**src/rtl/core/lrut_pkg.sv**
```systemverilog
// Shared types and constants for the LRU replacement tracker.
package lrut_pkg;

    localparam int CFG_BITS = 7;
    localparam int OCC_BITS = 7;
    localparam logic [CFG_BITS-1:0] CFG_RESET = 7'd64;

    typedef struct packed {
        logic load;
        logic update;
        logic emit;
    } cmd_t;

    typedef struct packed {
        logic out_busy;
    } status_t;

endpackage

```
**src/rtl/core/lrut_ctrl.sv**
```systemverilog
// Controller: sequences lookup and update of one item at a time.
module lrut_ctrl
(
    input  logic              clk,
    input  logic              rst_n,
    input  logic              in_valid,
    output logic              in_stall,
    input  lrut_pkg::status_t status,
    output lrut_pkg::cmd_t    cmd
);

    localparam logic [0:0] ST_IDLE = 1'b0;
    localparam logic [0:0] ST_UPD  = 1'b1;

    logic [0:0] state_reg;
    logic [0:0] state_next;

    always_comb
    begin
        state_next = state_reg;
        cmd = '0;
        in_stall = 1'b1;
        unique case (state_reg)
            ST_IDLE:
            begin
                in_stall = 1'b0;
                if (in_valid)
                begin
                    cmd.load = 1'b1;
                    state_next = ST_UPD;
                end
            end
            ST_UPD:
            begin
                if (!status.out_busy)
                begin
                    cmd.update = 1'b1;
                    cmd.emit = 1'b1;
                    state_next = ST_IDLE;
                end
            end
            default: state_next = ST_IDLE;
        endcase
    end

    always_ff @(posedge clk or negedge rst_n)
    begin
        if (!rst_n)
            state_reg <= ST_IDLE;
        else
            state_reg <= state_next;
    end

endmodule

```
**src/rtl/core/lrut_datapath.sv**
```systemverilog
// Datapath: recency stack, parallel compare, shift and output register.
module lrut_datapath #(
    parameter int CAPACITY  = 64,
    parameter int PAGE_BITS = 32
)
(
    input  logic                              clk,
    input  logic                              rst_n,
    input  lrut_pkg::cmd_t                    cmd,
    output lrut_pkg::status_t                 status,
    input  logic [31:0]                       page,
    input  logic [lrut_pkg::CFG_BITS-1:0]     cfg_limit,
    output logic                              hit,
    output logic [lrut_pkg::OCC_BITS-1:0]     occupancy,
    output logic                              out_valid,
    input  logic                              out_stall
);

    localparam int PW = (PAGE_BITS < 32) ? PAGE_BITS : 32;
    localparam int CW = $clog2(CAPACITY + 1);

    logic [PW-1:0] stack_reg [CAPACITY];
    logic [PW-1:0] key_reg;
    logic [CW-1:0] count_reg;
    logic [CAPACITY-1:0] match_reg;
    logic [CAPACITY-1:0] eq;
    logic [CAPACITY-1:0] below;
    logic [CAPACITY-1:0] shift_en;
    logic any_hit;
    logic [CW-1:0] lim;
    logic [CW-1:0] new_count;
    logic out_valid_reg;
    logic hit_reg;
    logic [lrut_pkg::OCC_BITS-1:0] occ_reg;

    assign status.out_busy = out_valid_reg && out_stall;

    always_comb
    begin
        for (int k = 0; k < CAPACITY; k++)
        begin
            eq[k] = (stack_reg[k] == page[PW-1:0]) && (CW'(k) < count_reg);
        end
    end

    always_comb
    begin
        logic [CW+7:0] c;
        c = (CW+8)'(cfg_limit);
        if (c == '0)
            c = (CW+8)'(1);
        if (c > (CW+8)'(CAPACITY))
            c = (CW+8)'(CAPACITY);
        lim = c[CW-1:0];
    end

    assign any_hit = |match_reg;

    always_comb
    begin
        logic seen;
        seen = 1'b0;
        for (int k = 0; k < CAPACITY; k++)
        begin
            below[k] = ~seen;
            seen = seen | match_reg[k];
        end
        new_count = (count_reg >= lim) ? lim : count_reg + CW'(1);
        for (int k = 0; k < CAPACITY; k++)
        begin
            if (any_hit)
                shift_en[k] = below[k];
            else
                shift_en[k] = (CW'(k) < new_count);
        end
    end

    always_ff @(posedge clk)
    begin
        if (cmd.load)
        begin
            key_reg <= page[PW-1:0];
            match_reg <= eq;
        end
        if (cmd.update)
        begin
            for (int k = 1; k < CAPACITY; k++)
            begin
                if (shift_en[k])
                    stack_reg[k] <= stack_reg[k-1];
            end
            stack_reg[0] <= key_reg;
        end
    end

    always_ff @(posedge clk or negedge rst_n)
    begin
        if (!rst_n)
        begin
            count_reg <= '0;
            out_valid_reg <= 1'b0;
        end
        else
        begin
            if (cmd.update && !any_hit)
                count_reg <= new_count;
            if (cmd.emit)
                out_valid_reg <= 1'b1;
            else if (!out_stall)
                out_valid_reg <= 1'b0;
        end
    end

    always_ff @(posedge clk)
    begin
        if (cmd.emit)
        begin
            hit_reg <= any_hit;
            occ_reg <= lrut_pkg::OCC_BITS'(any_hit ? count_reg : new_count);
        end
    end

    assign out_valid = out_valid_reg;
    assign hit = hit_reg;
    assign occupancy = occ_reg;

endmodule

```
**src/rtl/core/lru_replacement_tracker_unit.sv**
```systemverilog
// Top level of the LRU replacement tracker: fully associative LRU page cache.
// Input channel: page with in_valid/in_stall; a new item is taken only once
// the previous one has finished its update step. The load step latches the
// page and compares it against all resident stack entries in parallel; the
// update step shifts the stack and loads the result register. Output channel:
// hit and occupancy with out_valid/out_stall, one result per item, valid once
// the update step has loaded the result register. Items are taken one at a time
// because of the compare-then-shift sequence over the flip-flop stack.
// cfg_we/cfg_data write the number of entries in use (0 acts as 1, values
// above CAPACITY act as CAPACITY); write only while idle.
// Reset empties the cache and sets entries to 64. While the receiver
// stalls, the result holds, the item in flight waits in the update step and
// the input stalls.
// Shrinking the entry count keeps resident pages until the next miss.
module lru_replacement_tracker_unit #(
    parameter int CAPACITY  = 64,
    parameter int PAGE_BITS = 32
)
(
    input  logic        clk,
    input  logic        rst_n,
    input  logic        in_valid,
    output logic        in_stall,
    input  logic [31:0] page,
    output logic        out_valid,
    input  logic        out_stall,
    output logic        hit,
    output logic [6:0]  occupancy,
    input  logic        cfg_we,
    input  logic [6:0]  cfg_data
);

    lrut_pkg::cmd_t    cmd;
    lrut_pkg::status_t status;
    logic [lrut_pkg::CFG_BITS-1:0] cfg_reg;

    always_ff @(posedge clk or negedge rst_n)
    begin
        if (!rst_n)
            cfg_reg <= lrut_pkg::CFG_RESET;
        else if (cfg_we)
            cfg_reg <= cfg_data;
    end

    lrut_ctrl u_ctrl (
        .clk      (clk),
        .rst_n    (rst_n),
        .in_valid (in_valid),
        .in_stall (in_stall),
        .status   (status),
        .cmd      (cmd)
    );

    lrut_datapath #(
        .CAPACITY  (CAPACITY),
        .PAGE_BITS (PAGE_BITS)
    ) u_dp (
        .clk       (clk),
        .rst_n     (rst_n),
        .cmd       (cmd),
        .status    (status),
        .page      (page),
        .cfg_limit (cfg_reg),
        .hit       (hit),
        .occupancy (occupancy),
        .out_valid (out_valid),
        .out_stall (out_stall)
    );

    a_emit_after_load: assert property (@(posedge clk) disable iff (!rst_n)
        cmd.load |=> !cmd.load)
        else $error("load repeated without update");

    a_occ_bound: assert property (@(posedge clk) disable iff (!rst_n)
        out_valid |-> (occupancy != 7'd0))
        else $error("result with zero occupancy");

    a_no_emit_over: assert property (@(posedge clk) disable iff (!rst_n)
        (out_valid && out_stall) |-> !cmd.emit)
        else $error("result overwritten while stalled");

endmodule

```
**config.mk**
```make
export PLATFORM = sky130hd
export DESIGN_NAME = lru_replacement_tracker_unit
export DESIGN_NICKNAME = d
export VERILOG_FILES = /design/src/rtl/core/lrut_pkg.sv /design/src/rtl/core/lrut_ctrl.sv /design/src/rtl/core/lrut_datapath.sv /design/src/rtl/core/lru_replacement_tracker_unit.sv
export SDC_FILE = /design/constraint.sdc
export NUM_CORES = 2
export LEC_CHECK = 0
export ABC_AREA = 1
export ABC_CLOCK_PERIOD_IN_PS = 6250
export BUFFER_PORTS_ARGS = -buffer_cell sky130_fd_sc_hd__buf_2
export CAP_MARGIN = 20
export CORE_MARGIN = 2
export CORE_UTILIZATION = 55
export DETAILED_ROUTE_END_ITERATION = 10
export PLACE_DENSITY = 0.71
export SLEW_MARGIN = 20
export SYNTH_ARGS = -nofsm -noshare
export SYNTH_HDL_FRONTEND = slang
export SYNTH_HIERARCHICAL = 1
export SYNTH_SLANG_ARGS = --single-unit
```
**constraint.sdc**
```tcl
create_clock -name clk -period 6.25 [get_ports clk]
set_clock_uncertainty 0.05 [all_clocks]
set_input_delay 0.3125 -clock clk [delete_from_list [all_inputs] [get_ports clk]]
set_output_delay 0.3125 -clock clk [all_outputs]
set_load 0.005 [all_outputs]
```
; Word level (Yosys, flattened, before mapping)
; Memories as Yosys holds them, arrays and structs flattened.
; Index checks and enable logic that the tools add are counted.
[word_totals]
ff_bits = 120
latch_bits = 0
mem_bits_rw = 2048
romBits = 0
inputBits = 44
out_inout_bits = 10
elab_cells = 666
mem_count = 1
[op_classes]
add_sub_neg = 1
multipliers = 0
div_mod_pow = 0
magnitude_cmp = 129
n_eq_ne = 65
shifts = 0
n_mux = 267
bitwise_logic = 126
n_reduce_logical = 69
[memory_table]
columns = memory, words, width, read_ports, rd_clocked_by_memory_dff, wr, line_no
row1 = u_dp.stack_reg, 64, 32, 64, 0, 64, lrut_datapath.sv:22  ; logic [PW-1:0] stack_reg [CAPACITY];
[ops]
columns = cell, n
row1 = $eq A32 B32 Y1, 64
row2 = $lt A6 B7 Y1 const A, 64
row3 = $mux W1, 260
row4 = $lt A5 B7 Y1 const A, 32
row5 = $lt A4 B7 Y1 const A, 16
row6 = $logic_and A1 B1 Y1, 66
row7 = $not A1 Y1, 64
row8 = $reduce_or A64 Y1, 1
row9 = $or A1 B1 Y1, 62
row10 = $lt A3 B7 Y1 const A, 8
row11 = $lt A2 B7 Y1 const A, 4
row12 = $mux W7, 4
row13 = $lt A1 B7 Y1 const A, 3
row14 = $add A7 B1 Y7 const B, 1
row15 = $ge A7 B7 Y1, 1
row16 = $gt A7 B7 Y1 const B, 1
row17 = $logic_not A7 Y1, 1
row18 = $mux W2, 2
row19 = $ne A2 B1 Y1 const B, 1
row20 = $pmux W1 S2, 1
row21 = $logic_not A1 Y1, 1

; Logic depth before layout (Yosys ltp)
[logic_depth]
depth_word = 67
ltp_mapped = 20
depth_no_buf = 19

; By module
; Netlist, hierarchy kept.
[by_module_without_submodules]
columns = module, n_inst, cells_per_inst, area_each_um2, seq_area_each_um2
row1 = lrut_datapath, 1, 6909, 93367.0, 64822.2
row2 = lru_replacement_tracker_unit, 1, 30, 270.3, 176.4
row3 = lrut_ctrl, 1, 8, 57.6, 25.0

; Worst setup path after synthesis
; Ideal clock, no wire load.
[synth_timing]
path_kind = register to register
from = reg cfg_reg[5] (netlist bit)
to = mem u_dp/stack_reg[0][224] (netlist bit) (enable)
setup_ns = 0.461
t_arrival_ns = 4.408
required_time_ns = 5.739
path_slack_ns = 1.331
path_stages_with_launch = 19
path_buffers = 0
synth_period_minus_slack_ns = 4.919
path_cell_list = dfrtp_1 > nor2_1 > nand3_1 > nand2_1 > inv_1 > nor2_1 > inv_1 > ha_1 > nand2_1 > inv_2 > a21oi_4 > nand3_4 > nand2_1 > inv_1 > nor2_1 > nor2_4 > nand3_4 > inv_2 > nor3_1
[synth_rtl]
columns = item, line_no
row1 = from (decl), lru_replacement_tracker_unit.sv:35  ; logic [lrut_pkg::CFG_BITS-1:0] cfg_reg;
row2 = from (signal assigned), lru_replacement_tracker_unit.sv:40  ; cfg_reg <= lrut_pkg::CFG_RESET;
row3 = from (signal assigned), lru_replacement_tracker_unit.sv:42  ; cfg_reg <= cfg_data;
row4 = to (decl), lrut_datapath.sv:22

==> flow_summary.ini <==
[synth]
synthesis.area_um2 = 93700
synth-async-reset-ratio_pct = 0.738
synth_warnings = 6
syn-instance-count = 6947
synth_fp_nets = 6999
seq_area_frac_synth_pct = 69.4
synthesis.area_per_instance_um2 = 13.5
number_of_synthesized_flops_with_an_enable_pin = 2152
synth_top_cell_by_area = sky130_fd_sc_hd__edfxtp_1
yosys_register_bits = 2168
synth_top_area_share_pct = 69.0
synth_commonest_cells = 2152 x sky130_fd_sc_hd__edfxtp_1, 1008 x sky130_fd_sc_hd__nand2_1, 729 x sky130_fd_sc_hd__xnor2_1
netlist_top_cells_area = sky130_fd_sc_hd__edfxtp_1 69%, sky130_fd_sc_hd__xnor2_1 6.8%, sky130_fd_sc_hd__nand2_1 4.0%
number_of_distinct_library_cells_after_synthesis = 52
synth_top_flop_cell = sky130_fd_sc_hd__edfxtp_1
most_common_cell_in_the_netlist = sky130_fd_sc_hd__edfxtp_1

[floorplan]
io_count = 54
die_x_um = 417
die_h_um = 417
placement_rows = 151
design.die.area_um2 = 174000
initial_core_utilization_pct = 55.3
coreArea_um2 = 169000

[worst_hold_path]
hold_path_class = in -> reg
min-delay-start = page[23]
worstHoldEndpoint = u_dp/key_reg[23]
hold_path_depth = 2

[clock_tree]
clkSlewWorstSetupHoldPaths_ps = 60
tritoncts = built
cts-resized-gates = 0
cts.htree.levels = 4
clk-insertion-delay-late_ps = 890
tritoncts_num_sinks = 2168
cts_buffers = 214
post_cts.repair.setup_buffers = 0
cts_root_buffer = sky130_fd_sc_hd__clkbuf_16
cts.path.max_buffers = 3

[sta]
total_negative_slack_for_setup_checks_ps = 0
rsz0062_at_grt = false
timing_worst_slew_pin_value_ps = 1090
worst_slack_ps = 1450
layout_worst_path_cycle_share_pct = 76.8
slew_violations = 0
final-hold-violation-count = 0
timing.slew.headroom_pct = 27.2
setup_violations = 0
timing.final.crit_period_ps = 4800
maxClockFrequency_mhz = 208

[power]
pwr-share-comb_pct = 6.5
total_leakage_power_nw = 33.4
power_density_nw_per_um2 = 300
ir_drop_uv = 279
p_seq_share_pct = 51.2
power.internal_mw = 24.1
post-layout-total-power_mw = 31.4
p_sw_mw = 7.29
swShare_pct = 23.2
clockPowerShare_pct = 42.3

[critical_path]
worst-endpoint-required_ps = 6690
arrival_ps = 5240
r2r_start = cfg_reg[5]
r2r_cells = 18
regToRegEndpoint = u_dp/stack_reg[1][123]
cp-end-kind = register
timing.setup.critical_path_class = reg -> reg
reg2reg_slack_ps = 1450
crit_fanout = 32
worstSetupStartpointType = register

[route]
route.detailed.drc = 0
first_iter_violations = 8922
vias_per_cell = 6.43
detailedRoute.firstPassIterationCount = 8
wl_mm = 303
vias = 61085
drt-wirelength-per-cell_um = 32.0
drt.antenna.violating_nets = 0

[global_routing]
initial_antenna_violation_count = 10
grt_max_degree = 54
number_of_global_route_vias_before_repair = 58244
grt_usage_pct = 34.4
grt_first_pass_wirelength_mm = 422
globalRoute.totalOverflow = 0

[place]
post-place-cells = 9051
hpwl_mm = 204
detailedPlace.worstSlack_ps = 1570
io_buffer_count = 53
gp_congestion = 0.969

[job]
cap_violations = 0

[finish]
multiInputGateArea_um2 = 26700
largest_register_ff_count = 2048
post_route_cells_drive_above_1_share_pct = 14.0
final_cells = 9493
register_area_um2 = 65000
areaGrowthSynthToFinish_pct = 11.6
n_fill_cell = 12570
final_stage_net_count = 7137

[run_status]
run_status = completed
[placed cells by master (no fill, tap or decap), types with 50 or more instances in the layout]
| cell type | count |
|---|---|
| sky130_fd_sc_hd__nor4_1 | 141 |
| sky130_fd_sc_hd__xnor2_1 | 729 |
| sky130_fd_sc_hd__nand3_1 | 157 |
| sky130_fd_sc_hd__nand4_1 | 143 |
| sky130_fd_sc_hd__inv_1 | 160 |
| sky130_fd_sc_hd__or2_2 | 333 |
| sky130_fd_sc_hd__o22ai_1 | 153 |
| sky130_fd_sc_hd__o21ai_0 | 219 |
| sky130_fd_sc_hd__nor2_2 | 50 |
| sky130_fd_sc_hd__a22o_1 | 74 |
| sky130_fd_sc_hd__buf_4 | 188 |
| sky130_fd_sc_hd__clkbuf_16 | 216 |
| sky130_fd_sc_hd__edfxtp_1 | 2152 |
| sky130_fd_sc_hd__nand2_1 | 1008 |
| sky130_fd_sc_hd__nor2_1 | 341 |
| sky130_fd_sc_hd__a221oi_1 | 195 |
| sky130_fd_sc_hd__xor2_1 | 401 |
[critical path, cell delays in order, from the launching register on]
cell,delay [ps]
sky130_fd_sc_hd__dfrtp_1,400
sky130_fd_sc_hd__nor2_1,140
sky130_fd_sc_hd__nand3_1,120
sky130_fd_sc_hd__nand2_1,90
sky130_fd_sc_hd__inv_1,60
sky130_fd_sc_hd__nor2_1,210
sky130_fd_sc_hd__inv_1,80
sky130_fd_sc_hd__ha_1,290
sky130_fd_sc_hd__nand2_1,110
sky130_fd_sc_hd__inv_2,60
sky130_fd_sc_hd__a21oi_4,340
sky130_fd_sc_hd__nand3_4,250
sky130_fd_sc_hd__nand2_1,180
sky130_fd_sc_hd__o21ai_2,120
sky130_fd_sc_hd__nand2_4,100
sky130_fd_sc_hd__nand2_2,320
sky130_fd_sc_hd__nand2_2,470
sky130_fd_sc_hd__nand2_1,160
sky130_fd_sc_hd__a21oi_4,840
[final cells by class]
class / instances / share of cell area [%]
Antenna cell: 9 / 0.0215
Inverter: 211 / 0.762
Clock inverter: 137 / 1.59
Sequential cell: 2168 / 62.2
Clock buffer: 260 / 5.35
Multi-Input combinational cell: 4242 / 25.5
Tap cell: 2218 / 2.65
Timing Repair Buffer: 248 / 1.90
[timing repair]
item / 4_1_cts / 5_1_grt
hold buffers: 33 / 0
endpoints found under the setup margin: 0 / 0
hold endpoints to repair: 32 / 0
[worst max path at each step]
stage	startpoint	slack, ps	to
finish	cfg_reg[5]	1450	u_dp/stack_reg[1][123]
global route	cfg_reg[5]	1200	u_dp/stack_reg[1][123]
CTS	cfg_reg[5]	1550	u_dp/stack_reg[1][110]
detailed placement	cfg_reg[5]	1570	u_dp/stack_reg[1][117]
global placement	cfg_reg[0]	1590	u_dp/stack_reg[1][119]
floorplan	cfg_reg[5]	1330	u_dp/stack_reg[0][224]
[power groups by stage]
stage                     Clock [mW]  Combinational, mW  Sequential, mW
after detailed placement           0               1.95            16.4
after floorplan                    0               1.15            16.3
after CTS                       13.4               1.98            16.1
final                           13.3               2.04            16.1
after global routing            13.9               2.11            16.1
after global placement             0               1.92            16.4
[routing by layer]
layer / track usage (%) / part of all wire [%]
met1: 44.4 / 37
met2: 53.8 / 45
met3: 9.39 / 12
met4: 17.7 / 5.8
met5: 0 / 0.017
[metrics by stage]
stage | util, % | hold slack (ps) | instance area [um2]
after CTS | 61.7 | 9.36 | 104000
final | 61.8 | 71.4 | 105000
after floorplan | - | -33.1 | 93700
after detailed placement | 57.2 | 289 | 96900
after global routing | 61.8 | 44.4 | 105000
after global placement | 57.2 | 289 | 96900
[cells by family after synthesis]
kind of cell             Yosys count  share of synthesized area, %
buffers and inverters            537                          2.33
XOR/XNOR                        1130                          10.6
AND/OR/NAND/NOR                 2306                          11.7
AO/OA/AOI/OAI                    798                          5.90
flip-flops                      2168                          69.4
adder cells (fa/ha/maj)            8                         0.107
No activity file was read; power rests on OpenSTA's default activity.
